<file path="config.mk">
export PLATFORM = sky130hd
export DESIGN_NAME = tempo_tick_generator
export DESIGN_NICKNAME = d
export VERILOG_FILES = /design/src/rtl/core/ttg_pkg.sv /design/src/rtl/core/ttg_div.sv /design/src/rtl/core/tempo_tick_generator.sv
export SDC_FILE = /design/constraint.sdc
export NUM_CORES = 1
export LEC_CHECK = 0
export ABC_CLOCK_PERIOD_IN_PS = 7100
export BUFFER_PORTS_ARGS = -buffer_cell sky130_fd_sc_hd__buf_4
export CAP_MARGIN = 15
export CORE_MARGIN = 5
export CORE_UTILIZATION = 35
export DETAILED_ROUTE_END_ITERATION = 7
export GPL_ROUTABILITY_DRIVEN = 0
export HOLD_SLACK_MARGIN = 0.08
export PLACE_DENSITY = 0.51
export SLEW_MARGIN = 20
export SYNTH_ARGS = -nofsm -noshare
export SYNTH_HDL_FRONTEND = slang
export SYNTH_SLANG_ARGS = --single-unit
</file>
<file path="constraint.sdc">
create_clock -name clk -period 7.1 [get_ports clk]
set_input_delay 1.065 -clock clk [delete_from_list [all_inputs] [get_ports clk]]
set_output_delay 1.065 -clock clk [all_outputs]
set_load 0.1 [all_outputs]
</file>
<file path="src/rtl/core/ttg_pkg.sv">
`timescale 1ns / 1ps

package ttg_pkg;

	// Field widths
	localparam int NOW_W    = 32;
	localparam int POT_W    = 10;
	localparam int GAP_W    = 20;
	localparam int TICK_W   = 8;
	localparam int PERIOD_W = 17;

	// Shared divider widths: the pot product needs 25 bits, the period 17 bits
	localparam int DIV_NUM_W = 25;
	localparam int DIV_DEN_W = 17;

	// Accumulated time: remainder plus clamped gap
	localparam int TOTAL_W = 21;

	// Multiplier operand widths
	localparam int OFF_W   = 10;
	localparam int COEFF_W = 16;

	localparam logic [GAP_W-1:0] MAX_GAP_RESET = GAP_W'(1000000);
	localparam logic [TICK_W-1:0] TICK_MAX     = '1;

	// Pot segments
	localparam logic [POT_W-1:0] SEG1_START = POT_W'(128);
	localparam logic [POT_W-1:0] SEG2_START = POT_W'(895);

	localparam logic [PERIOD_W-1:0] SEG0_BASE = PERIOD_W'(83333);
	localparam logic [PERIOD_W-1:0] SEG1_BASE = PERIOD_W'(41666);
	localparam logic [PERIOD_W-1:0] SEG2_BASE = PERIOD_W'(12500);

	localparam logic [COEFF_W-1:0] SEG0_COEFF = COEFF_W'(41667);
	localparam logic [COEFF_W-1:0] SEG1_COEFF = COEFF_W'(29166);
	localparam logic [COEFF_W-1:0] SEG2_COEFF = COEFF_W'(8355);

	localparam logic [DIV_DEN_W-1:0] SEG0_DIV = DIV_DEN_W'(128);
	localparam logic [DIV_DEN_W-1:0] SEG1_DIV = DIV_DEN_W'(767);
	localparam logic [DIV_DEN_W-1:0] SEG2_DIV = DIV_DEN_W'(128);

	// Legal period range
	localparam logic [PERIOD_W-1:0] PERIOD_MIN = PERIOD_W'(4145);
	localparam logic [PERIOD_W-1:0] PERIOD_MAX = PERIOD_W'(83333);

	typedef struct packed {
		logic [NOW_W-1:0] now_us;
		logic [POT_W-1:0] pot_value;
	} in_item_t;

	typedef struct packed {
		logic [TICK_W-1:0]   tick_count;
		logic [PERIOD_W-1:0] tick_period_us;
	} out_item_t;

	typedef struct packed {
		logic busy;
		logic done;
	} div_status_t;

endpackage

</file>
<file path="src/rtl/core/ttg_div.sv">
`timescale 1ns / 1ps

module ttg_div import ttg_pkg::*; #(
	parameter int NUM_W = DIV_NUM_W,
	parameter int DEN_W = DIV_DEN_W
) (
	input  logic             clk,
	input  logic             arst_n,
	input  logic             start,
	input  logic [NUM_W-1:0] dividend,
	input  logic [DEN_W-1:0] divisor,
	output div_status_t      status,
	output logic [NUM_W-1:0] quotient,
	output logic [DEN_W-1:0] remainder
);

	localparam int CNT_W = (NUM_W > 1) ? $clog2(NUM_W) : 1;
	localparam logic [CNT_W-1:0] LAST_STEP = CNT_W'(NUM_W - 1);

	logic [DEN_W-1:0] rem_q;
	logic [NUM_W-1:0] quo_q;
	logic [DEN_W-1:0] den_q;
	logic [CNT_W-1:0] cnt_q;
	logic             busy_q;
	logic             done_q;

	logic [DEN_W:0] trial;
	logic [DEN_W:0] diff;
	logic           ge;

	// Form one restoring step: shift in the next dividend bit and try a subtract
	always_comb begin
		trial = {rem_q, quo_q[NUM_W-1]};
		diff  = trial - {1'b0, den_q};
		ge    = (trial >= {1'b0, den_q});
	end

	// Sequence control
	always_ff @(posedge clk or negedge arst_n) begin
		if (!arst_n) begin
			busy_q <= 1'b0;
			done_q <= 1'b0;
			cnt_q  <= '0;
		end else if (start) begin
			busy_q <= 1'b1;
			done_q <= 1'b0;
			cnt_q  <= '0;
		end else if (busy_q) begin
			cnt_q <= cnt_q + 1'b1;
			if (cnt_q == LAST_STEP) begin
				busy_q <= 1'b0;
				done_q <= 1'b1;
			end
		end else begin
			done_q <= 1'b0;
		end
	end

	// Datapath: load on start, advance one quotient bit per cycle
	always_ff @(posedge clk) begin
		if (start) begin
			rem_q <= '0;
			quo_q <= dividend;
			den_q <= divisor;
		end else if (busy_q) begin
			rem_q <= ge ? diff[DEN_W-1:0] : trial[DEN_W-1:0];
			quo_q <= {quo_q[NUM_W-2:0], ge};
		end
	end

	assign status.busy = busy_q;
	assign status.done = done_q;
	assign quotient    = quo_q;
	assign remainder   = rem_q;

endmodule

</file>
<file path="src/rtl/core/tempo_tick_generator.sv">
// Tempo tick generator. Each item carries a microsecond timestamp and a
// 10-bit tempo pot reading; the block answers with one item holding the tick
// period mapped from the pot (three linear segments) and the number of whole
// periods that fit in the time since the previous item plus the carried
// remainder, saturated at 255. Elapsed time wraps modulo 2^32 and is clamped
// to max_gap_us (reset value 1000000), written through cfg_wr_en/cfg_wr_data;
// the user must write it only while the block is idle; the block itself does
// not enforce this. All arithmetic runs through one multiplier and one shared
// radix-2 restoring divider that resolves one quotient bit per cycle while busy.
// The steps, in order: multiply and load the divider, divide for the period,
// load the divider again and divide for the ticks, then hand the result over.
// in_ready stays low from the accept until the result is handed over. A
// finished result waits in an output register, so the next item can be
// accepted before it is taken; only when the previous result is still waiting
// does the block hold its new result and stay busy longer.
`timescale 1ns / 1ps

module tempo_tick_generator import ttg_pkg::*; (
	input  logic             clk,
	input  logic             arst_n,
	input  logic             cfg_wr_en,
	input  logic [GAP_W-1:0] cfg_wr_data,
	input  logic             in_valid,
	output logic             in_ready,
	input  in_item_t         in_data,
	output logic             out_valid,
	input  logic             out_ready,
	output out_item_t        out_data
);

	typedef enum logic [5:0] {
		ST_IDLE  = 6'b000001,
		ST_MUL   = 6'b000010,
		ST_DIVP  = 6'b000100,
		ST_LOADT = 6'b001000,
		ST_DIVT  = 6'b010000,
		ST_DONE  = 6'b100000
	} state_t;

	state_t state_q;

	logic [GAP_W-1:0]     max_gap_q;
	logic [NOW_W-1:0]     last_time_q;
	logic [PERIOD_W-1:0]  remainder_q;
	logic [POT_W-1:0]     pot_q;
	logic [GAP_W-1:0]     elapsed_q;
	logic [TOTAL_W-1:0]   total_q;
	logic [PERIOD_W-1:0]  period_q;
	logic [TICK_W-1:0]    tick_q;
	logic                 out_valid_q;
	out_item_t            out_q;

	logic                 accept;
	logic                 out_load;
	logic [NOW_W-1:0]     elapsed_raw;
	logic [GAP_W-1:0]     elapsed_clamped;
	logic                 in_seg0;
	logic                 in_seg2;
	logic [OFF_W-1:0]     off;
	logic [COEFF_W-1:0]   coeff;
	logic [DIV_DEN_W-1:0] seg_div;
	logic [PERIOD_W-1:0]  seg_base;
	logic [OFF_W+COEFF_W-1:0] prod_full;

	logic                 div_start;
	logic [DIV_NUM_W-1:0] div_dividend;
	logic [DIV_DEN_W-1:0] div_divisor;
	div_status_t          div_st;
	logic [DIV_NUM_W-1:0] div_quo;
	logic [DIV_DEN_W-1:0] div_rem;

	assign in_ready = (state_q == ST_IDLE);
	assign accept   = in_valid && in_ready;
	assign out_load = (state_q == ST_DONE) && (!out_valid_q || out_ready);

	// Clamp elapsed time to the configured gap
	always_comb begin
		elapsed_raw = in_data.now_us - last_time_q;
		if (elapsed_raw > {{(NOW_W-GAP_W){1'b0}}, max_gap_q}) begin
			elapsed_clamped = max_gap_q;
		end else begin
			elapsed_clamped = elapsed_raw[GAP_W-1:0];
		end
	end

	// Pick the pot segment: offset, slope, divisor and base
	always_comb begin
		in_seg0 = (pot_q < SEG1_START);
		in_seg2 = (pot_q >= SEG2_START);
		if (in_seg0) begin
			off      = pot_q;
			coeff    = SEG0_COEFF;
			seg_div  = SEG0_DIV;
			seg_base = SEG0_BASE;
		end else if (in_seg2) begin
			off      = pot_q - SEG2_START;
			coeff    = SEG2_COEFF;
			seg_div  = SEG2_DIV;
			seg_base = SEG2_BASE;
		end else begin
			off      = pot_q - SEG1_START;
			coeff    = SEG1_COEFF;
			seg_div  = SEG1_DIV;
			seg_base = SEG1_BASE;
		end
		prod_full = off * coeff;
	end

	// Feed the shared divider
	always_comb begin
		div_start = (state_q == ST_MUL) || (state_q == ST_LOADT);
		if (state_q == ST_MUL) begin
			div_dividend = prod_full[DIV_NUM_W-1:0];
			div_divisor  = seg_div;
		end else begin
			div_dividend = {{(DIV_NUM_W-TOTAL_W){1'b0}}, total_q};
			div_divisor  = period_q;
		end
	end

	ttg_div #(
		.NUM_W (DIV_NUM_W),
		.DEN_W (DIV_DEN_W)
	) u_div (
		.clk       (clk),
		.arst_n    (arst_n),
		.start     (div_start),
		.dividend  (div_dividend),
		.divisor   (div_divisor),
		.status    (div_st),
		.quotient  (div_quo),
		.remainder (div_rem)
	);

	// Hold the gap register
	always_ff @(posedge clk or negedge arst_n) begin
		if (!arst_n) begin
			max_gap_q <= MAX_GAP_RESET;
		end else if (cfg_wr_en) begin
			max_gap_q <= cfg_wr_data;
		end
	end

	// Sequencer and block state
	always_ff @(posedge clk or negedge arst_n) begin
		if (!arst_n) begin
			state_q     <= ST_IDLE;
			last_time_q <= '0;
			remainder_q <= '0;
			out_valid_q <= 1'b0;
		end else begin
			if (out_load) begin
				out_valid_q <= 1'b1;
			end else if (out_ready) begin
				out_valid_q <= 1'b0;
			end
			case (state_q)
				ST_IDLE: begin
					if (accept) begin
						last_time_q <= in_data.now_us;
						state_q     <= ST_MUL;
					end
				end
				ST_MUL: begin
					state_q <= ST_DIVP;
				end
				ST_DIVP: begin
					if (div_st.done) begin
						state_q <= ST_LOADT;
					end
				end
				ST_LOADT: begin
					state_q <= ST_DIVT;
				end
				ST_DIVT: begin
					if (div_st.done) begin
						remainder_q <= div_rem;
						state_q     <= ST_DONE;
					end
				end
				ST_DONE: begin
					if (out_load) begin
						state_q <= ST_IDLE;
					end
				end
				default: begin
					state_q <= ST_IDLE;
				end
			endcase
		end
	end

	// Working registers
	always_ff @(posedge clk) begin
		if (accept) begin
			pot_q     <= in_data.pot_value;
			elapsed_q <= elapsed_clamped;
		end
		if (state_q == ST_MUL) begin
			total_q <= TOTAL_W'(remainder_q) + TOTAL_W'(elapsed_q);
		end
		if ((state_q == ST_DIVP) && div_st.done) begin
			period_q <= seg_base - div_quo[PERIOD_W-1:0];
		end
		if ((state_q == ST_DIVT) && div_st.done) begin
			if (div_quo[DIV_NUM_W-1:TICK_W] != '0) begin
				tick_q <= TICK_MAX;
			end else begin
				tick_q <= div_quo[TICK_W-1:0];
			end
		end
		if (out_load) begin
			out_q.tick_count     <= tick_q;
			out_q.tick_period_us <= period_q;
		end
	end

	assign out_valid = out_valid_q;
	assign out_data  = out_q;

endmodule

</file>
==> results of run 1 <==
[registers in the layout, summed over array words and instances, names as in the netlist]
register / flops
last_time_q: 32
out_data: 25
u_div.quotient: 25
total_q: 21
elapsed_q: 20
max_gap_q: 20
period_q: 17
remainder_q: 17
u_div.den_q: 17
u_div.remainder: 17
pot_q: 10
tick_q: 8
state_q: 6
u_div.cnt_q: 5
out_valid: 1
u_div.busy_q: 1
u_div.done_q: 1
[path summary, 6_finish.rpt]
check	start	to	slack [ns]	depth (start not counted)
worst max-delay path	pot_q[3]	u_div.quotient[22]	0.28	28
worst min-delay path	arst_n	last_time_q[23]	0.36	1
worst max register to register	pot_q[3]	u_div.quotient[22]	0.28	28
worst min register to register	tick_q[5]	out_data[22]	0.42	0
max in group asynchronous	arst_n	u_div.cnt_q[3]	5.52	2
min in group clk	tick_q[5]	out_data[22]	0.42	0
[cell type report]
type | instances | area share [%]
Multi-Input combinational cell | 1301 | 48.9
Timing Repair Buffer | 126 | 4.61
Tap cell | 672 | 4.08
Clock inverter | 19 | 1.17
Inverter | 257 | 4.68
Sequential cell | 243 | 32.6
Clock buffer | 37 | 3.92
[per-stage QoR]
| stage | cell area [µm²] | worst slack (ns) | TNS (ns) | utilization [%] |
|---|---|---|---|---|
| 2_1_floorplan | 17900 | 0.0107 | 0 | - |
| 3_3_place_gp | 19500 | 0.169 | 0 | 38.7 |
| 3_5_place_dp | 19500 | -0.0343 | -0.0374 | 38.7 |
| 4_1_cts | 20500 | 0.0286 | 0 | 40.7 |
| 5_1_grt | 20600 | -0.00781 | -0.00781 | 40.9 |
| 6_report | 20600 | 0.285 | 0 | 40.9 |
[cells by family (layout without fill, tap and decap cells)]
group	Yosys count	after routing
and+or+nand+nor	540	540
DFF	243	243
other	1	4
muxes	45	45
buffers and inverters	300	439
adders and majority gates	260	260
xor gates and xnor gates	98	98
AOI/OAI and AO/OA	354	354
[Yosys cell counts (34+ instances only)]
| cell | n | area share [%] |
|---|---|---|
| inv_1 | 252 | 5.3 |
| nand2_1 | 246 | 5.2 |
| ha_1 | 180 | 13 |
| edfxtp_1 | 143 | 24 |
| o21ai_0 | 112 | 3.1 |
| nor2_1 | 105 | 2.2 |
| fa_1 | 80 | 9.0 |
| a21oi_1 | 76 | 2.1 |
| dfrtp_1 | 75 | 11 |
| xnor2_1 | 64 | 3.1 |
| clkbuf_1 | 36 | 0.76 |
| xor2_1 | 34 | 1.7 |
[critical path: cells and delay by family (launching register included)]
family / cells / cell delay, ns
adders and majority gates: 6 / 2.91
buffers and inverters: 7 / 0.53
and+or+nand+nor: 8 / 1.36
xor gates and xnor gates: 1 / 0.21
AOI/OAI and AO/OA: 6 / 1.18
DFF: 1 / 0.36
[cells in the final DEF (no fill, tap or decap), drive strengths merged, types with 11 or more instances in the layout]
cell type / count
inv: 262
nand2: 246
xnor2: 64
o21ai: 126
edfxtp: 143
nand2b: 16
mux2i: 23
or3: 12
xor2: 34
nor3: 25
a21o: 33
nor2b: 17
and2: 23
fa: 80
a31oi: 15
a21oi: 77
mux2: 22
nand4: 15
clkbuf: 37
nor2: 105
a211oi: 13
buf: 126
and3: 13
dfxtp: 17
ha: 180
nand3: 25
o211ai: 11
dfrtp: 75
nor4: 13
[timing repair]
item	in CTS	in global routing
endpoints found under the setup margin	2	7
pin swaps	0	12
hold endpoints to repair	0	0
setup buffers	0	1
hold buffers	0	0
gates resized for setup	2	18
[metal layers]
metal / wire (µm) / share of wire, % / vias up / global-route usage (%)
li1: - / - / 6545 / -
met1: 21700 / 49 / 6292 / 22.9
met2: 19400 / 44 / 214 / 24.6
met3: 1700 / 3.9 / 60 / 2.32
met4: 1020 / 2.3 / 0 / 3.50
met5: 0 / 0 / - / 0
==> run_results.csv, run 1 <==
group,metric,value,unit
floorplan,rows,82,
route,viasPerCell,4.94,
layout,nFillCells,4930,
worst_setup_path,critical_path_class,"reg2reg",
yosys,ys_seq_elements,243,
floorplan,die-area,0.0557,mm²
placed_design,hpwl,34.1,mm
worst_setup_path,worstSetupStartpointType,"flip-flop",
yosys,postSynthAreaPerCell,9.70,µm²
worst_setup_path,cp_max_fo,5,
clocking,cts_buffers,30,
floorplan,io_pins,94,
timing,hold_ws,0.358,ns
hold_path,hp-class,"in2async",
global_route,grt_overflow,0,
timing,max_slew_margin,28.9,%
layout,area_delta_synth_final,15.4,%
route,vias,13111,
clocking,clock_path_buffers,3,
worst_setup_path,end_kind,"flip-flop",
yosys,netlist_area,0.0179,mm²
clocking,clk_pin_slew,0.06,ns
yosys,synth_cell_types,80,
floorplan,die_y,236,µm
timing,finalSetupViolations,0,
placed_design,placedCellCount,2598,
yosys,yosys.area_share.simple,14.0,%
timing,fin_crit_sh,96.0,%
layout,num_antenna_cells,0,
layout,layout.nets,2286,
layout,drive_above_1_share,12.2,%
global_route,grt_pass1_wl,72.1,mm
global_route,antenna_found_initial,0,
yosys,synth_fa_ha_area_share,21.6,%
yosys,async_flop_share,34.2,%
floorplan,initial_core_util,35.5,%
layout,register_area,0.00672,mm²
run,maxCapViolations,0,
worst_setup_path,slowest_delay,0.60,ns
timing,period_needed,6.82,ns
yosys,synthCells,1841,
global_route,grtUsageTotal,15.6,%
yosys,ys_seq_area_share,37.6,%
worst_setup_path,arrival,7.14,ns
yosys,synth_xor_area_share,4.80,%
floorplan,die_w,236,µm
yosys,synth_mux_area_share,3.07,%
yosys,synth_top_family_by_area,"adder cells",
worst_setup_path,crit_path_top_delay_cell,"fa_1",
layout,multi_input_area,0.0101,mm²
route,remaining_drc_errors,0,
floorplan,core,0.0504,mm²
worst_setup_path,required,7.42,ns
status,status,"finished, final reports clean",
route,finalWirelength,43.8,mm
yosys,ys_warn_count,0,
timing,finClkSkew,0.0183,ns
layout,fin_cells,2655,
clocking,numClockSinks,243,
timing,worstMarginPinSlew,1.07,ns
clocking,cts_root_buffer,"clkbuf_16",
route,wl_per_cell,16.5,µm
route,drt_iter0_drc,742,
clocking,clk_latency,0.58,ns
route,first_pass_iters,7,
global_route,grt_max_degree,82,
clocking,cts_max_level,1,
timing,slew_viol_final,0,
global_route,first_global_vias,13404,
yosys,yosys_most_used_dff,"edfxtp_1",
timing,hold_violations,0,
route,drtAntennaViolNets,0,
clocking,cts_tree,"yes",
yosys,synth_edf_count,143,
placed_design,portBuffers,93,
timing,fmaxAchievable,147,MHz
yosys,synth_compound_area_share,12.4,%
Power of run 1 is left out: the tool's default activity adds up to more than one toggle a clock period on the data nets, which glitch-free logic cannot reach.
==> run 2: changes to the inputs <==
- RECOVER_POWER: default -> 50
- REMOVE_ABC_BUFFERS: default -> 1
==> run 2 against run 1 <==
The run now ends with capacitance limit, slew limit left. Clock-buffer cell count decreased by 5. Register-to-register slack improved by 0.05 ns. Via count decreased by 0.75%. Non-clock buffer count increased by 5. Sequential share of layout area increased by 0.13 points. Clock skew decreased by 0.0017 ns. Sequential cell count unchanged. Critical path type unchanged. Cell count increased by 0.26%. Critical endpoint unchanged.
==> run_results.csv, run 2 (synthesis gave the netlist of run 1 again) <==
group,metric,value,unit
status,status,"complete, but fails checks",
status,violations,"capacitance limit, slew limit",
floorplan,initial_core_util,35.5,%
placed_design,placedCellCount,2604,
floorplan,io_pins,94,
clocking,cts_buffers,31,
timing,timing.setup.tns,0,ns
timing,max_slew_margin,-70.9,%
layout,nFillCells,4982,
layout,drive_above_1_share,10.9,%
route,first_pass_iters,7,
clocking,numClockSinks,243,
run,maxCapViolations,4,
worst_setup_path,end_kind,"flip-flop",
worst_setup_path,path_buf_inv,7,
layout,largest_reg_flops,32,
route,dr_wl_met3,1.85,mm
clocking,clk_latency,0.60,ns
clocking,clock_path_buffers,3,
layout,area_delta_synth_final,14.9,%
route,remaining_drc_errors,0,
layout,register_area,0.00672,mm²
timing,fin_crit_sh,95.3,%
global_route,grt_max_degree,82,
worst_setup_path,cpMostUsedCell,"fa_1",
route,wl_per_cell,16.5,µm
layout,layout_commonest_cell,"inv_1",
layout,num_antenna_cells,0,
floorplan,die-area,0.0557,mm²
worst_setup_path,required,7.45,ns
timing,hold_violations,0,
route,finalWirelength,43.9,mm
clocking,holdBufCountCts,0,
route,vias,13013,
layout,final_cell_mix,"251 x inv_1, 245 x nand2_1, 179 x ha_1, 143 x edfxtp_1, 113 x o21ai_0",
layout,layout.nets,2292,
clocking,clk_pin_slew,0.07,ns
timing,slew_viol_final,128,
global_route,first_global_vias,13202,
global_route,grt_pass1_wl,70.3,mm
route,met1Wirelength,20.9,mm
layout,multi_input_area,0.0101,mm²
timing,fmaxAchievable,148,MHz
worst_setup_path,slowest_delay,0.55,ns
worst_setup_path,worstSetupStartpointType,"flip-flop",
worst_setup_path,arrival,7.11,ns
placed_design,hpwl,34.6,mm
clocking,cts_root_buffer,"clkbuf_16",
clocking,cts_tree,"yes",
floorplan,die_y,236,µm
route,viasPerCell,4.89,
worst_setup_path,critical_path_class,"reg2reg",
worst_setup_path,cp_max_fo,5,
clocking,cts_max_level,1,
floorplan,rows,82,
timing,finClkSkew,0.0166,ns
worst_setup_path,crit_path_top_delay_cell,"fa_1",
worst_setup_path,cpLargestDelayFamily,"adder cells",
route,drtAntennaViolNets,0,
floorplan,core,0.0504,mm²
timing,finalSetupViolations,0,
timing,worstMarginPinSlew,2.56,ns
placed_design,portBuffers,93,
route,highest_layer,"met5",
route,wl_met2,20.2,mm
global_route,antenna_found_initial,1,
layout,fin_cells,2662,
global_route,grtUsageTotal,15.4,%
floorplan,die_w,236,µm
timing,period_needed,6.77,ns
global_route,grt_overflow,0,
layout,top_register,"last_time_q",
route,drt_iter0_drc,682,
hold_path,hp-class,"reg2reg",
==> run 2: worst paths after layout <==
kind                       startpoint                 end  slack, ns  cells past startpoint
setup / recovery             pot_q[4]  u_div.quotient[22]       0.33                     28
hold / removal              tick_q[3]        out_data[20]       0.41                      0
setup reg to reg             pot_q[4]  u_div.quotient[22]       0.33                     28
hold reg to reg             tick_q[3]        out_data[20]       0.41                      0
max in group asynchronous      arst_n      u_div.cnt_q[3]       2.63                      2
min in group asynchronous      arst_n      last_time_q[2]       1.16                      1
==> run 2: final cells by class <==
| type | count | share of cell area [%] |
|---|---|---|
| clock buffers | 32 | 3.80 |
| well taps | 672 | 4.10 |
| clock inverters | 26 | 1.47 |
| multi-input cells | 1301 | 49.0 |
| inverters | 257 | 4.70 |
| flip-flops and latches | 243 | 32.7 |
| repair buffers | 131 | 4.21 |
==> run 2: worst register-to-register path, delay by kind of cell (launching register included) <==
kind | cells | cell delay (ns)
simple gates | 8 | 1.38
fa+ha+maj | 6 | 2.92
xor+xnor | 1 | 0.19
flops | 1 | 0.36
buf+inv | 7 | 0.47
compound gates | 6 | 1.20
==> run 2: metrics by stage <==
| stage | setup WS (ns) | hold slack [ns] | utilization (%) | cell area, µm² |
|---|---|---|---|---|
| after floorplan | -0.275 | 0.400 | - | 17700 |
| after global placement | 0.123 | 0.405 | 38.7 | 19500 |
| after detailed placement | 0.0705 | 0.405 | 38.7 | 19500 |
| after CTS | 0.00508 | 0.409 | 40.9 | 20600 |
| after global routing | -0.0397 | 0.417 | 40.8 | 20500 |
| final | 0.333 | 0.414 | 40.8 | 20500 |
==> run 2: layer usage <==
layer  up-vias  track usage, %
met5         -               0
met4         2            3.99
met3        63            2.14
met2       211            25.3
met1      6171            21.5
li1       6566               -
==> run 2: what timing repair did <==
item,4_1_cts,5_1_grt
gates resized for setup,0,17
setup buffers,0,0
setup endpoints to repair,0,9
Power of run 2 is left out for the same reason.
